===== config.mk =====
export PLATFORM = sky130hd
export DESIGN_NAME = tapid_dp
export DESIGN_NICKNAME = d
export VERILOG_FILES = /design/src/rtl/three_axis_attitude_pid_unit_defines.svh /design/src/rtl/tapid_pkg.sv /design/src/rtl/tapid_dp.sv
export SDC_FILE = /design/constraint.sdc
export NUM_CORES = 2
export LEC_CHECK = 0
export BUFFER_PORTS_ARGS = -buffer_cell sky130_fd_sc_hd__buf_2
export CAP_MARGIN = 10
export CORE_UTILIZATION = 30
export CTS_BUF_LIST = sky130_fd_sc_hd__clkbuf_4 sky130_fd_sc_hd__clkbuf_8
export CTS_CLUSTER_DIAMETER = 200
export CTS_CLUSTER_SIZE = 14
export DETAILED_ROUTE_END_ITERATION = 6
export GPL_TIMING_DRIVEN = 0
export HOLD_SLACK_MARGIN = 0.02
export PLACE_DENSITY_LB_ADDON = 0.08
export SLEW_MARGIN = 5
export SYNTH_ARGS = -nofsm -noshare
export SYNTH_HDL_FRONTEND = slang
export SYNTH_SLANG_ARGS = --single-unit

===== constraint.sdc =====
create_clock -name clk -period 9.7 [get_ports clk]
set_clock_uncertainty 0.05 [all_clocks]
set_input_delay 1.455 -clock clk [delete_from_list [all_inputs] [get_ports clk]]
set_output_delay 1.455 -clock clk [all_outputs]
set_load 0.005 [all_outputs]

===== src/rtl/three_axis_attitude_pid_unit_defines.svh =====
// Assertion macros for the three-axis attitude PID unit.
`ifndef THREE_AXIS_ATTITUDE_PID_UNIT_DEFINES_SVH
`define THREE_AXIS_ATTITUDE_PID_UNIT_DEFINES_SVH

// checked outside reset
`define TAPID_ASSERT(lbl, prop, msg) \
	lbl: assert property (@(posedge clk) disable iff (!arst_n) prop) else $error(msg);

// checked during reset too
`define TAPID_ASSERT_RST(lbl, prop, msg) \
	lbl: assert property (@(posedge clk) prop) else $error(msg);

`endif


===== src/rtl/tapid_pkg.sv =====
// Shared types, register indexes and sequencer commands for the attitude PID unit.
package tapid_pkg;

	typedef logic [4:0] op_t;

	localparam op_t OP_IDLE   = 5'd0;
	localparam op_t OP_NINIT  = 5'd1;
	localparam op_t OP_SQ     = 5'd2;
	localparam op_t OP_SQW    = 5'd3;
	localparam op_t OP_CINIT  = 5'd4;
	localparam op_t OP_CBIT   = 5'd5;
	localparam op_t OP_CSTORE = 5'd6;
	localparam op_t OP_EMUL   = 5'd7;
	localparam op_t OP_EAX    = 5'd8;
	localparam op_t OP_IMUL   = 5'd9;
	localparam op_t OP_IUPD   = 5'd10;
	localparam op_t OP_PMUL   = 5'd11;
	localparam op_t OP_PACC   = 5'd12;
	localparam op_t OP_GMUL   = 5'd13;
	localparam op_t OP_GACC   = 5'd14;
	localparam op_t OP_DMUL   = 5'd15;
	localparam op_t OP_MSAVE  = 5'd16;
	localparam op_t OP_RMUL0  = 5'd17;
	localparam op_t OP_RACC0  = 5'd18;
	localparam op_t OP_RMUL1  = 5'd19;
	localparam op_t OP_RACC1  = 5'd20;
	localparam op_t OP_DOUT   = 5'd21;
	localparam op_t OP_OUT    = 5'd22;

	typedef logic [2:0] reg_idx_t;

	localparam reg_idx_t REG_TARGET_X    = 3'd0;
	localparam reg_idx_t REG_TARGET_Y    = 3'd1;
	localparam reg_idx_t REG_TARGET_Z    = 3'd2;
	localparam reg_idx_t REG_GAIN_PROP   = 3'd3;
	localparam reg_idx_t REG_GAIN_INTEG  = 3'd4;
	localparam reg_idx_t REG_GAIN_DERIV  = 3'd5;
	localparam reg_idx_t REG_TICK_LENGTH = 3'd6;
	localparam reg_idx_t REG_TICK_RATE   = 3'd7;

	localparam logic [1:0] LAST_AXIS = 2'd2;
	localparam logic [3:0] TOP_BIT   = 4'd14;

	localparam logic signed [19:0] INTEG_MAX = 20'sd262144;
	localparam logic signed [15:0] DRIVE_MAX = 16'sd20480;

	typedef struct packed {
		op_t        op;
		logic [1:0] idx;
		logic       vsel;      // 0: target, 1: measured axis
		logic [3:0] bitn;
		logic       load_in;
		logic       load_out;
	} cmd_t;

endpackage


===== src/rtl/tapid_dp.sv =====
// Datapath: registers, one shared multiplier, square-root search and PID lanes.
module tapid_dp (
	input  logic                    clk,
	input  logic                    arst_n,
	input  tapid_pkg::cmd_t         cmd,
	input  logic                    cfg_we,
	input  tapid_pkg::reg_idx_t     cfg_idx,
	input  logic [23:0]             cfg_data,
	input  logic signed [15:0]      axis_in [3],
	output logic signed [15:0]      drive_val [3]
);
	import tapid_pkg::*;

	logic signed [15:0] tgt_q [3];
	logic [15:0] gp_q, gi_q, gd_q, tl_q;
	logic [23:0] tr_q;
	logic signed [19:0] integ_q [3];
	logic signed [17:0] last_q [3];

	logic signed [15:0] vin_q [3];
	logic [30:0]        sq_q [3];
	logic [31:0]        s_q;
	logic [58:0]        num_q;
	logic [61:0]        p_q;
	logic [47:0]        qs_q;
	logic [14:0]        qv_q;
	logic signed [15:0] tn_q [3];
	logic signed [15:0] cn_q [3];
	logic signed [17:0] ax_q [3];
	logic signed [35:0] m_q;
	logic signed [61:0] prod_q;
	logic signed [61:0] acc_q;
	logic signed [15:0] drv_q [3];
	logic signed [15:0] out_q [3];

	logic signed [15:0] vcur;
	logic signed [16:0] e_v [3];
	logic signed [36:0] mul_a;
	logic signed [24:0] mul_b;
	logic [63:0]        c2s;
	logic               take;
	logic signed [15:0] nval;
	logic signed [61:0] eax_t;
	logic signed [21:0] isum;
	logic signed [19:0] inext;
	logic signed [38:0] dsh;
	logic signed [15:0] dclamp;

	assign vcur = cmd.vsel ? vin_q[cmd.idx] : tgt_q[cmd.idx];

	always_comb begin
		for (int i = 0; i < 3; i++) begin
			e_v[i] = 17'(tn_q[i]) - 17'(cn_q[i]);
		end
	end

	always_comb begin
		mul_a = '0;
		mul_b = '0;
		case (cmd.op)
			OP_SQ: begin
				mul_a = 37'(vcur);
				mul_b = 25'(vcur);
			end
			OP_EMUL: begin
				case (cmd.idx)
					2'd0: begin
						mul_a = 37'(e_v[1]);
						mul_b = 25'(e_v[2]);
					end
					2'd1: begin
						mul_a = 37'(e_v[2]);
						mul_b = 25'(e_v[0]);
					end
					default: begin
						mul_a = 37'(e_v[0]);
						mul_b = 25'(e_v[1]);
					end
				endcase
			end
			OP_IMUL: begin
				mul_a = 37'(ax_q[cmd.idx]);
				mul_b = {9'd0, tl_q};
			end
			OP_PMUL: begin
				mul_a = 37'(ax_q[cmd.idx]);
				mul_b = {9'd0, gp_q};
			end
			OP_GMUL: begin
				mul_a = 37'(integ_q[cmd.idx]);
				mul_b = {9'd0, gi_q};
			end
			OP_DMUL: begin
				mul_a = 37'(19'(ax_q[cmd.idx]) - 19'(last_q[cmd.idx]));
				mul_b = {9'd0, gd_q};
			end
			OP_RMUL0: begin
				mul_a = 37'(m_q);
				mul_b = {13'd0, tr_q[11:0]};
			end
			OP_RMUL1: begin
				mul_a = 37'(m_q);
				mul_b = {13'd0, tr_q[23:12]};
			end
			default: begin
				mul_a = '0;
				mul_b = '0;
			end
		endcase
	end

	// trial square of the next quotient bit times s, built from running sums
	assign c2s = {2'b00, p_q} + ({16'd0, qs_q} << (cmd.bitn + 4'd1))
		+ ({32'd0, s_q} << {cmd.bitn, 1'b0});
	assign take = (c2s <= {5'd0, num_q});

	assign nval = (s_q == 32'd0) ? vcur
		: (vcur < 0 ? -$signed({1'b0, qv_q}) : $signed({1'b0, qv_q}));

	assign eax_t = (cmd.idx == 2'd0) ? -prod_q : prod_q;
	assign isum  = 22'(integ_q[cmd.idx]) + 22'(prod_q >>> 13);
	assign inext = (isum > 22'(INTEG_MAX)) ? INTEG_MAX
		: ((isum < -22'(INTEG_MAX)) ? -INTEG_MAX : isum[19:0]);
	assign dsh    = 39'(acc_q >>> 23);
	assign dclamp = (dsh > 39'(DRIVE_MAX)) ? DRIVE_MAX
		: ((dsh < -39'(DRIVE_MAX)) ? -DRIVE_MAX : dsh[15:0]);

	always_ff @(posedge clk or negedge arst_n) begin
		if (!arst_n) begin
			tgt_q[0] <= 16'sd16384;
			tgt_q[1] <= 16'sd16384;
			tgt_q[2] <= 16'sd16384;
			gp_q     <= 16'd4096;
			gi_q     <= 16'd205;
			gd_q     <= 16'd1229;
			tl_q     <= 16'd655;
			tr_q     <= 24'd25600;
		end else if (cfg_we) begin
			case (cfg_idx)
				REG_TARGET_X:    tgt_q[0] <= cfg_data[15:0];
				REG_TARGET_Y:    tgt_q[1] <= cfg_data[15:0];
				REG_TARGET_Z:    tgt_q[2] <= cfg_data[15:0];
				REG_GAIN_PROP:   gp_q <= cfg_data[15:0];
				REG_GAIN_INTEG:  gi_q <= cfg_data[15:0];
				REG_GAIN_DERIV:  gd_q <= cfg_data[15:0];
				REG_TICK_LENGTH: tl_q <= cfg_data[15:0];
				REG_TICK_RATE:   tr_q <= cfg_data;
				default: ;
			endcase
		end
	end

	always_ff @(posedge clk or negedge arst_n) begin
		if (!arst_n) begin
			for (int i = 0; i < 3; i++) begin
				integ_q[i] <= '0;
				last_q[i]  <= '0;
			end
		end else begin
			if (cmd.op == OP_IUPD) begin
				integ_q[cmd.idx] <= inext;
			end
			if (cmd.op == OP_DMUL) begin
				last_q[cmd.idx] <= ax_q[cmd.idx];
			end
		end
	end

	always_ff @(posedge clk) begin
		prod_q <= mul_a * mul_b;
		if (cmd.load_in) begin
			for (int i = 0; i < 3; i++) begin
				vin_q[i] <= axis_in[i];
			end
		end
		if (cmd.load_out) begin
			for (int i = 0; i < 3; i++) begin
				out_q[i] <= drv_q[i];
			end
		end
		case (cmd.op)
			OP_NINIT: s_q <= '0;
			OP_SQW: begin
				sq_q[cmd.idx] <= prod_q[30:0];
				s_q           <= s_q + prod_q[31:0];
			end
			OP_CINIT: begin
				num_q <= {sq_q[cmd.idx], 28'd0};
				p_q   <= '0;
				qs_q  <= '0;
				qv_q  <= '0;
			end
			OP_CBIT: begin
				if (take) begin
					p_q  <= c2s[61:0];
					qs_q <= qs_q + 48'({16'd0, s_q} << cmd.bitn);
					qv_q <= qv_q | (15'd1 << cmd.bitn);
				end
			end
			OP_CSTORE: begin
				if (cmd.vsel) begin
					cn_q[cmd.idx] <= nval;
				end else begin
					tn_q[cmd.idx] <= nval;
				end
			end
			OP_EAX:   ax_q[cmd.idx] <= 18'(eax_t >>> 14);
			OP_PACC:  acc_q <= prod_q <<< 8;
			OP_GACC:  acc_q <= acc_q + (prod_q <<< 5);
			OP_MSAVE: m_q <= prod_q[35:0];
			OP_RACC0: acc_q <= acc_q + prod_q;
			OP_RACC1: acc_q <= acc_q + (prod_q <<< 12);
			OP_DOUT:  drv_q[cmd.idx] <= dclamp;
			default: ;
		endcase
	end

	assign drive_val = out_q;

endmodule


==> reports/results.txt <==
Clock Latency Late Sink = 1.05 ns
CORE AREA = 0.318 mm2
Die Ht = 568 um
FF+latch area = 0.0278 mm2
Detail Route Antenna Nets = 0
DR WL/cell = 28.3 um
Pleak = 48.7 nW
Worst setup SP type = primary input
GRT Residual Overflow = 0
fillers = 32565
RePlAce Congestion = 0.927
vias per inst = 5.34
Hold Crit Start = drv_q[0][1]
H-tree Lvls = 3
Ys Warns = 0
FF-to-FF End = prod_q[50]
Int Pwr = 8.72 mW
sw power = 6.82 mW
setup tns final = -47.05 ns
clock root buffer = clkbuf_8
WP data arrival = 12.12 ns
Synth cell types = 111
Comb pwr share = 48.0%
initial core utilization = 30.2%
final worst setup slack = -1.72 ns
clock-pin slew on the worst setup and hold paths = 0.15 ns
endpoint type of the worst setup path = register
PortBufs = 130
Sw Share = 43.9%
Post-synth ARST share = 25.4%
maximum clock rate = 87.5 MHz
FP Rows = 207
die area = 0.322 mm2
min cycle time layout = 11.42 ns
CTS sink count = 985
Clk pwr share = 16.9%
Slew @ Worst Pin = 1.36 ns
outcome = finished with violations
TritonCTS clock tree = done
CP Data Required Time = 10.40 ns
slowest CP cell = o21ai_0
vias in the first global route = 80718
GRT Total Usage = 25.7%
CP peak stage delay = 0.82 ns
RSZ-0062 raised after global routing = yes
largest net degree at the start of global routing = 102
max_slew headroom = 9.38%
final setup vio count = 45
area of the multi-input gates = 0.0648 mm2
pwr dens = 140 mW/mm2
failing checks = design-rule violations, negative setup slack
Post-Syn Area per Cell = 9.51 um2
top post-synthesis cells by count = inv_1 (1303), nor2_1 (952), fa_1 (911)
via count = 79208
share of cells above drive strength 1 = 15.3%
Post-Synthesis Cells = 10093
DRC errors left = 5
first-pass GRT wire length = 599000 um
Syn Std Cell Area = 0.0959 mm2
Die Width = 568 um
FF+latch count, synth = 985
r2r worst-path depth = 39
final wirelength = 420000 um
fin util = 34.9%
reg-to-reg startpoint = cn_q[1][0]
Hold/Removal Path Class = reg -> reg
top cells by area, synth = edfxtp_1 (21%), fa_1 (19%), ha_1 (7.8%)
io pins = 140
Min-Delay Endpoint = drive_val[33]
number of hold violations in the final report = 0
reg-to-reg slack, setup = -1.49 ns
peak supply drop = 0.118 mV
Seq/Total Area, Yosys = 28.9%
CTS Buffer Depth = 4
antenna violations before repair = 37
final layout net count = 12204
Post-synth EDFFs = 673
HPWL Detailed = 338000 um
area grow syn2layout = 15.8%
Initial DRC Count = 6320
most common flop cell mapped by yosys = edfxtp_1
DRT Pass-1 Iters = 7
power share of the sequential group = 35.1%
most numerous cell in the Yosys netlist = inv_1
crit path max fanout = 10
top cell type's share of synthesized area = 21.1%
most frequent cell on the critical path = fa_1
WHS Path Cells = 0
fin crit share = 118%
CTS buffer count = 84
CP Class = in -> reg
Max-Cap Viols = 0
cell taking the most area after synthesis = edfxtp_1
final slew viol count = 0
==> layout make-up <==
cell class / instances / share of cell area (%)
clock buffers: 127 / 1.34
plain buffers: 420 / 2.44
repair buffers: 432 / 3.65
diodes: 9 / 0.0203
multi-input cells: 7371 / 58.4
well taps: 4180 / 4.71
clock inverters: 5 / 0.0428
inverters: 1307 / 4.44
flip-flops and latches: 985 / 25.0
==> stage by stage <==
step	total power, mW	hold slack [ns]	setup WS, ns	area, um2	instances
CTS	15.4	0.279	-1.60	109000	14749
global route	16.5	0.326	-1.96	111000	14830
global placement	12.4	0.352	-7.32	103000	14407
finish	15.5	0.314	-1.72	111000	14836
detailed placement	12.5	0.355	-6.24	104000	14479
floorplan	9.90	0.350	-1.57	96900	10097
==> power by group through the flow <==
stage	Sequential, mW	Clock (mW)	Combinational (mW)
4_1_cts	5.45	2.75	7.25
2_1_floorplan	5.20	0	4.71
6_report	5.45	2.63	7.46
3_5_place_dp	5.54	0	6.92
5_1_grt	5.47	2.85	8.13
3_3_place_gp	5.60	0	6.75
==> layout by cell type (no fill, tap or decap), types with 178 or more instances in the layout <==
master,instances
edfxtp_1,673
nand2_1,780
nor2_1,896
ha_1,549
a21o_1,263
buf_4,199
clkbuf_1,226
o21ai_0,473
xor2_1,178
inv_1,1263
a21oi_1,614
dfrtp_1,226
xnor2_1,236
mux2i_1,215
fa_1,870
==> worst max path at each step <==
stage,from,end,cells after the start
2_1_floorplan,cmd[7],prod_q[50],46
3_3_place_gp,cmd[8],prod_q[58],37
3_5_place_dp,cmd[8],prod_q[50],40
4_1_cts,cmd[7],prod_q[50],47
5_1_grt,cmd[7],prod_q[50],48
6_report,cmd[7],prod_q[50],34
==> critical path, delay by kind of cell <==
family	cells	cell delay [ns]
adder cells (fa/ha/maj)	8	4.01
buffers and inverters	10	1.77
multiplexers	1	0.16
AO/OA/AOI/OAI	12	3.31
AND/OR/NAND/NOR	3	1.35
==> sequential cells by signal, summed over array words and instances, names as in the netlist, 54 cells and up <==
signal and flops:
ax_q 54, last_q 54, prod_q 62, integ_q 60, acc_q 62, p_q 62
sq_q 93
==> timing repair <==
action / in CTS / in global routing
gates resized for setup: 591 / 326
hold buffers: 0 / 0
gates cloned: 5 / 2
pin swaps: 176 / 145
setup buffers: 140 / 84
setup endpoints to repair: 182 / 174
==> per-layer routing <==
layer	track usage, %	wire length, um
met4	10.0	20600
met2	42.3	195000
met1	34.3	184000
met5	0	37
met3	2.92	20900
==> cell families after synthesis <==
group,synth area share (%)
other,0.00391
AOI/OAI and AO/OA,15.3
muxes,5.52
and+or+nand+nor,12.6
xor gates and xnor gates,3.92
buffers and inverters,6.89
DFF,28.9
adders and majority gates,26.8
Power figures use the tool's default switching activity.
