File: src/rtl/three_axis_attitude_pid_unit_defines.svh
// Assertion macros for the three-axis attitude PID unit.
`ifndef THREE_AXIS_ATTITUDE_PID_UNIT_DEFINES_SVH
`define THREE_AXIS_ATTITUDE_PID_UNIT_DEFINES_SVH

// checked outside reset
`define TAPID_ASSERT(lbl, prop, msg) \
	lbl: assert property (@(posedge clk) disable iff (!arst_n) prop) else $error(msg);

// checked during reset too
`define TAPID_ASSERT_RST(lbl, prop, msg) \
	lbl: assert property (@(posedge clk) prop) else $error(msg);

`endif

File: src/rtl/tapid_pkg.sv
// Shared types, register indexes and sequencer commands for the attitude PID unit.
package tapid_pkg;

	typedef logic [4:0] op_t;

	localparam op_t OP_IDLE   = 5'd0;
	localparam op_t OP_NINIT  = 5'd1;
	localparam op_t OP_SQ     = 5'd2;
	localparam op_t OP_SQW    = 5'd3;
	localparam op_t OP_CINIT  = 5'd4;
	localparam op_t OP_CBIT   = 5'd5;
	localparam op_t OP_CSTORE = 5'd6;
	localparam op_t OP_EMUL   = 5'd7;
	localparam op_t OP_EAX    = 5'd8;
	localparam op_t OP_IMUL   = 5'd9;
	localparam op_t OP_IUPD   = 5'd10;
	localparam op_t OP_PMUL   = 5'd11;
	localparam op_t OP_PACC   = 5'd12;
	localparam op_t OP_GMUL   = 5'd13;
	localparam op_t OP_GACC   = 5'd14;
	localparam op_t OP_DMUL   = 5'd15;
	localparam op_t OP_MSAVE  = 5'd16;
	localparam op_t OP_RMUL0  = 5'd17;
	localparam op_t OP_RACC0  = 5'd18;
	localparam op_t OP_RMUL1  = 5'd19;
	localparam op_t OP_RACC1  = 5'd20;
	localparam op_t OP_DOUT   = 5'd21;
	localparam op_t OP_OUT    = 5'd22;

	typedef logic [2:0] reg_idx_t;

	localparam reg_idx_t REG_TARGET_X    = 3'd0;
	localparam reg_idx_t REG_TARGET_Y    = 3'd1;
	localparam reg_idx_t REG_TARGET_Z    = 3'd2;
	localparam reg_idx_t REG_GAIN_PROP   = 3'd3;
	localparam reg_idx_t REG_GAIN_INTEG  = 3'd4;
	localparam reg_idx_t REG_GAIN_DERIV  = 3'd5;
	localparam reg_idx_t REG_TICK_LENGTH = 3'd6;
	localparam reg_idx_t REG_TICK_RATE   = 3'd7;

	localparam logic [1:0] LAST_AXIS = 2'd2;
	localparam logic [3:0] TOP_BIT   = 4'd14;

	localparam logic signed [19:0] INTEG_MAX = 20'sd262144;
	localparam logic signed [15:0] DRIVE_MAX = 16'sd20480;

	typedef struct packed {
		op_t        op;
		logic [1:0] idx;
		logic       vsel;      // 0: target, 1: measured axis
		logic [3:0] bitn;
		logic       load_in;
		logic       load_out;
	} cmd_t;

endpackage

File: src/rtl/tapid_ctrl.sv
// Sequencer that steps the shared datapath through one control tick.
module tapid_ctrl (
	input  logic             clk,
	input  logic             arst_n,
	input  logic             in_valid,
	output logic             in_ready,
	output logic             out_valid,
	input  logic             out_ready,
	output tapid_pkg::cmd_t  cmd
);
	import tapid_pkg::*;

	op_t        state_q;
	logic [1:0] idx_q;
	logic       vsel_q;
	logic [3:0] bit_q;
	logic       ovalid_q;
	logic       accept;
	logic       emit;

	assign in_ready  = (state_q == OP_IDLE);
	assign accept    = in_valid && in_ready;
	assign emit      = (state_q == OP_OUT) && (!ovalid_q || out_ready);
	assign out_valid = ovalid_q;

	assign cmd.op       = state_q;
	assign cmd.idx      = idx_q;
	assign cmd.vsel     = vsel_q;
	assign cmd.bitn     = bit_q;
	assign cmd.load_in  = accept;
	assign cmd.load_out = emit;

	always_ff @(posedge clk or negedge arst_n) begin
		if (!arst_n) begin
			ovalid_q <= 1'b0;
		end else if (emit) begin
			ovalid_q <= 1'b1;
		end else if (out_ready) begin
			ovalid_q <= 1'b0;
		end
	end

	always_ff @(posedge clk or negedge arst_n) begin
		if (!arst_n) begin
			state_q <= OP_IDLE;
			idx_q   <= 2'd0;
			vsel_q  <= 1'b0;
			bit_q   <= 4'd0;
		end else begin
			case (state_q)
				OP_IDLE: begin
					if (accept) begin
						state_q <= OP_NINIT;
						vsel_q  <= 1'b0;
						idx_q   <= 2'd0;
					end
				end
				OP_NINIT: state_q <= OP_SQ;
				OP_SQ:    state_q <= OP_SQW;
				OP_SQW: begin
					if (idx_q == LAST_AXIS) begin
						idx_q   <= 2'd0;
						state_q <= OP_CINIT;
					end else begin
						idx_q   <= idx_q + 2'd1;
						state_q <= OP_SQ;
					end
				end
				OP_CINIT: begin
					bit_q   <= TOP_BIT;
					state_q <= OP_CBIT;
				end
				OP_CBIT: begin
					if (bit_q == 4'd0) begin
						state_q <= OP_CSTORE;
					end else begin
						bit_q <= bit_q - 4'd1;
					end
				end
				OP_CSTORE: begin
					if (idx_q == LAST_AXIS) begin
						idx_q <= 2'd0;
						if (!vsel_q) begin
							vsel_q  <= 1'b1;
							state_q <= OP_NINIT;
						end else begin
							state_q <= OP_EMUL;
						end
					end else begin
						idx_q   <= idx_q + 2'd1;
						state_q <= OP_CINIT;
					end
				end
				OP_EMUL: state_q <= OP_EAX;
				OP_EAX: begin
					if (idx_q == LAST_AXIS) begin
						idx_q   <= 2'd0;
						state_q <= OP_IMUL;
					end else begin
						idx_q   <= idx_q + 2'd1;
						state_q <= OP_EMUL;
					end
				end
				OP_IMUL:  state_q <= OP_IUPD;
				OP_IUPD:  state_q <= OP_PMUL;
				OP_PMUL:  state_q <= OP_PACC;
				OP_PACC:  state_q <= OP_GMUL;
				OP_GMUL:  state_q <= OP_GACC;
				OP_GACC:  state_q <= OP_DMUL;
				OP_DMUL:  state_q <= OP_MSAVE;
				OP_MSAVE: state_q <= OP_RMUL0;
				OP_RMUL0: state_q <= OP_RACC0;
				OP_RACC0: state_q <= OP_RMUL1;
				OP_RMUL1: state_q <= OP_RACC1;
				OP_RACC1: state_q <= OP_DOUT;
				OP_DOUT: begin
					if (idx_q == LAST_AXIS) begin
						idx_q   <= 2'd0;
						state_q <= OP_OUT;
					end else begin
						idx_q   <= idx_q + 2'd1;
						state_q <= OP_IMUL;
					end
				end
				OP_OUT: begin
					if (emit) begin
						state_q <= OP_IDLE;
					end
				end
				default: state_q <= OP_IDLE;
			endcase
		end
	end

endmodule

File: config.mk
export PLATFORM = sky130hd
export DESIGN_NAME = tapid_ctrl
export DESIGN_NICKNAME = d
export VERILOG_FILES = /design/src/rtl/three_axis_attitude_pid_unit_defines.svh /design/src/rtl/tapid_pkg.sv /design/src/rtl/tapid_ctrl.sv
export SDC_FILE = /design/constraint.sdc
export NUM_CORES = 1
export LEC_CHECK = 0
export BUFFER_PORTS_ARGS = -buffer_cell sky130_fd_sc_hd__buf_2
export CAP_MARGIN = 20
export CORE_UTILIZATION = 50
export DETAILED_ROUTE_END_ITERATION = 7
export HOLD_SLACK_MARGIN = 0.12
export PLACE_DENSITY_LB_ADDON = 0.25
export SLEW_MARGIN = 20
export SYNTH_ARGS = -nofsm -noshare
export SYNTH_HDL_FRONTEND = slang
export SYNTH_SLANG_ARGS = --single-unit
File: constraint.sdc
create_clock -name clk -period 3.3 [get_ports clk]
set_input_delay 0.66 -clock clk [delete_from_list [all_inputs] [get_ports clk]]
set_output_delay 0.66 -clock clk [all_outputs]
set_load 0.05 [all_outputs]
==> results of run 1 <==
per-layer routing:
metal  wire (µm)  GRT usage, %  vias to the layer above
met5           0             0                        -
met4          44          10.6                        0
met3         154          4.71                        5
met2        1070          35.3                       47
met1        1050          33.1                      466
li1            -             -                      480
per-stage QoR:
stage                     utilization (%)  cells  worst slack [ps]  hold WS (ps)  cell area, µm²
final                                61.9    165               593           244            1120
after floorplan                         -    126               262           364            1000
after global placement               60.5    161               971           537            1090
after CTS                            61.9    165               593           253            1120
after global routing                 61.9    165               471           260            1120
after detailed placement             60.5    161               915           537            1090
kinds of logic (layout without fill, tap and decap cells):
logic type,count (synthesis),after routing,share of synthesized area (%)
buffers and inverters,16,30,7.43
muxes,2,2,2.14
adders and majority gates,1,1,1.26
AOI/OAI and AO/OA,35,35,22.8
xor gates and xnor gates,2,2,1.76
DFF,13,13,32.7
and+or+nand+nor,57,57,31.9
state kept, by name, summed over array words and instances, names as in the netlist:
register / count
bit_q: 4
vsel_q: 1
out_valid: 1
state_q: 5
idx_q: 2
cell type report:
cell class | count | share of cell area (%)
tap | 25 | 2.80
clock buffer | 4 | 2.35
multi-input combinational | 97 | 53.8
timing repair buffer | 22 | 10.5
sequential | 13 | 29.1
inverter | 4 | 1.35
worst paths after layout:
| check | end | start | slack, ps | cells after the start |
|---|---|---|---|---|
| max in group asynchronous | state_q[2] | arst_n | 2820 | 1 |
| worst max-delay path | cmd[1] | state_q[0] | 590 | 4 |
| worst max register to register | bit_q[3] | state_q[3] | 1070 | 6 |
| worst min-delay path | state_q[4] | arst_n | 240 | 1 |
| worst min register to register | out_valid | out_valid | 550 | 2 |
| min in group clk | out_valid | out_valid | 550 | 2 |
cell usage after synthesis, types with 3 or more instances:
cell	instances	area (µm²)
a21oi_1	8	40.0
nand3_1	3	15.0
dfrtp_1	13	325
nor3_1	3	15.0
nand2b_1	5	31.3
o21ai_0	12	60.1
clkbuf_1	7	26.3
buf_4	3	22.5
nor2_1	10	37.5
inv_1	4	15.0
nor2b_1	4	25.0
nand2_1	16	60.1
==> reports/results.ini, run 1 <==
[run_status]
status = completed

[route]
dr.pass1.iters = 5
drc = 0
avgViaCountPerCell = 6.05
wire_per_inst_um = 14.0
ant_nets = 0
drtIter0Drc = 34
num_vias = 998
wirelength_um = 2320

[synthesis]
ys_seq_area_share_pct = 32.7
synth.distinct_cells = 41
ys_ff_latch = 13
async_reset_ff_share_pct = 100
syn_inst = 126
synth-edff-count = 0
syn_area_per_cell_um2 = 7.88
syn-num-nets = 131
dominantRegCellSynth = dfrtp_1
synth_warnings = 0
syn-cell-area_um2 = 993

[placement]
portBuffers = 19
gp_congestion = 0.881
dp_hpwl_um = 1580

[sta]
finalHoldViolations = 0
fin_crit_sh_pct = 82.0
tns_ps = 0
final.min_clock_period_ps = 2710
maxSlewHeadroom_pct = 51.2
clock_skew_ps = 4.99
setup_viol = 0
worst_pin_slew_ps = 731
fmax_mhz = 369
final_max_slew_viol_count = 0
rsz0062_at_grt = false

[worst_setup_path]
crit_chain = or2_2, nor4_2, and2_1, buf_2
arrival_ps = 2050
crit_family = simple AND/OR/NAND/NOR gates
critPathKind = reg -> out
end_kind = primary output
cp-start-kind = flip-flop
cp.required_ps = 2640
critical-path-max-stage-delay_ps = 660
cp_num_buf_inv = 1
slowest_stage = dfrtp_1
critPathMaxFanout = 26

[clock_network]
cts_buffers = 3
cts_resized = 0
clk_path_buf_depth = 2
clkSinkCount = 13
cts_tree = done
insertion_delay_ps = 290
postCtsHoldBufs = 0
cts_setup_buffers = 0
root_buffer = clkbuf_4
clkTransAtPathRegs_ps = 90
cts_max_level = 1

[floorplan]
design.core.area_um2 = 1800
rows = 15
die_h_um = 46.6
start_util_pct = 55.1
die_x_um = 46.6
fp.dieArea_um2 = 2170
boundaryPins = 20

[min_path]
hp-class = in -> async

[finish]
final_common_cell = buf_2
mostFrequentLayoutCells = buf_2 (19), nand2_1 (16), dfrtp_1 (13)
antenna_cells = 0
regArea_um2 = 325
multi_input_area_um2 = 601
layout.nets = 146
drive_above_1_share_pct = 21.4
areaGrowthSynthToFinish_pct = 12.3
n_fill_cell = 179

[global_route]
gr-total-overflow = 0
grt_max_degree = 27
grt_pass1_vias = 774
grt.total_usage_pct = 23.9
grt_antenna_before_repair = 0
grt_first_pass_wirelength_um = 3560

[flow_run]
max_cap_viol_count = 0

Power of run 1 is left out: the tool's default activity adds up to more than one toggle a clock period on the data nets, which glitch-free logic cannot reach.
==> inputs of run 2 (changes only) <==
Settings changed: CORE_UTILIZATION 50 to 48.
Clock period 3.3 ns to 2.3 ns, I/O delays scaled along.
==> run 2 against run 1 <==
Against the previous run: clock-buffer cell count unchanged; worst setup slack worse by 440 ps; clock skew grew 7.5 ps.
==> reports/results.ini, run 2 (synthesis gave the netlist of run 1 again) <==
[floorplan]
die_x_um = 47.5  ; +2.0%
start_util_pct = 50.6  ; -4.5 points
rows = 16  ; +1
design.core.area_um2 = 1960  ; +8.9%
boundaryPins = 20  ; unchanged
fp.dieArea_um2 = 2260  ; +4.0%
die_h_um = 47.5  ; +2.0%

[min_path]
hp-class = in -> reg
hold_start = in_valid
holdPathStages = 3
hold_path_end = vsel_q

[clock_network]
insertion_delay_ps = 290  ; about the same
cts_tree = done
root_buffer = clkbuf_4
cts_max_level = 1  ; unchanged
clkTransAtPathRegs_ps = 90  ; about the same
cts_buffers = 3  ; unchanged
clkSinkCount = 13  ; unchanged
clk_path_buf_depth = 2  ; unchanged

[placement]
dp_hpwl_um = 1650  ; +4.4%
dp_cells = 166  ; +3.1%
portBuffers = 19  ; unchanged
dp_slack_ps = 340  ; -575 ps
gp_congestion = 0.821  ; -6.9%

[route]
dr.pass1.iters = 4  ; -1
num_vias = 1011  ; +1.3%
drc = 0  ; unchanged
avgViaCountPerCell = 5.74  ; -5.0%
drtIter0Drc = 44  ; +29%
ant_nets = 0  ; unchanged
wire_per_inst_um = 13.7  ; -2.7%
wirelength_um = 2410  ; +3.8%

[worst_setup_path]
critPathMaxFanout = 5  ; -81%
end_kind = primary output
slowest_stage = dfrtp_2
cp-start-kind = flip-flop
cp_num_buf_inv = 1  ; unchanged
r2r-start = bit_q[0]
rr_endpoint = bit_q[3]
crit_chain = or2_4, nor4_4, and2_4, clkbuf_4
crit_family = simple AND/OR/NAND/NOR gates
critPathKind = reg -> out
arrival_ps = 1690  ; -360 ps
r2r_cells = 7  ; +1
critical-path-max-stage-delay_ps = 450  ; -210 ps
r2r_setup_slack_ps = 350  ; -720 ps
cp.required_ps = 1840  ; -800 ps

[finish]
drive_above_1_share_pct = 28.2  ; +6.8 points
largest_registers = state_q x5, bit_q x4, idx_q x2
largest_reg_flops = 5  ; unchanged
areaGrowthSynthToFinish_pct = 21.7
mostFrequentLayoutCells = buf_2 (18), nand2_1 (16), o21ai_0 (12)
final_common_cell = buf_2
n_fill_cell = 189  ; +5.6%
layout.cells.non_filler = 176  ; +6.7%
antenna_cells = 0  ; unchanged
largest_register = state_q
layout.nets = 155  ; +6.2%

[sta]
final.min_clock_period_ps = 2150
fin_crit_sh_pct = 93.5
final.setup.worst_slack_ps = 149  ; -444 ps
final_max_slew_viol_count = 0  ; unchanged
maxSlewHeadroom_pct = 74.2  ; +23 points
finalHoldViolations = 0  ; unchanged
rsz0062_at_grt = false
worst_pin_slew_ps = 383  ; -349 ps
setup_viol = 0  ; unchanged
fmax_mhz = 465
clock_skew_ps = 12.5  ; +7.50 ps

[global_route]
gr-total-overflow = 0  ; unchanged
grt_pass1_vias = 833  ; +7.6%
grt_antenna_before_repair = 0  ; unchanged
grt_first_pass_wirelength_um = 3770  ; +5.8%
grt.total_usage_pct = 24.2  ; +0.33 points
grt_max_degree = 26  ; -3.7%

[flow_run]
max_cap_viol_count = 0  ; unchanged

[run_status]
status = completed

run 2: worst min-delay path: stages:
cell	delay, ps
buf_2	100
and2_4	140
nor2_1	40
run 2: metal layers:
layer  global-route usage, %  share of wire, %
met5                       0                 0
met4                    10.3               1.4
met3                    4.53               5.7
met2                    36.7                47
met1                    33.6                46
run 2: through the flow:
| step | hold WS, ps | utilization [%] | TNS (ps) | area, µm² |
|---|---|---|---|---|
| 2_1_floorplan | 164 | - | -69.1 | 1020 |
| 3_3_place_gp | 366 | 57.7 | 0 | 1130 |
| 3_5_place_dp | 366 | 57.7 | 0 | 1130 |
| 4_1_cts | 477 | 59.6 | 0 | 1170 |
| 5_1_grt | 470 | 61.6 | 0 | 1210 |
| 6_report | 483 | 61.6 | 0 | 1210 |
run 2: layout make-up:
cell class	count	area (µm²)	share of cell area, %
clock buffer	4	26.3	2.17
tap	27	33.8	2.80
timing repair buffer	31	190	15.7
sequential	13	329	27.2
multi-input combinational	97	614	50.8
inverter	4	15.0	1.24
run 2: worst max path at each step:
stage	from	end	slack (ps)	cells past startpoint
2_1_floorplan	state_q[1]	cmd[1]	-70	4
3_3_place_gp	state_q[1]	cmd[1]	390	4
3_5_place_dp	state_q[1]	cmd[1]	340	4
4_1_cts	state_q[1]	cmd[1]	10	4
5_1_grt	state_q[1]	cmd[1]	60	4
6_report	state_q[1]	cmd[1]	150	4
run 2: repair_timing:
action                     CTS  global route
setup endpoints to repair    0             1
hold endpoints to repair    13             0
buffers inserted             0             5
hold buffers                 1             0
gates resized for setup      0             1
Power of run 2 is left out for the same reason.
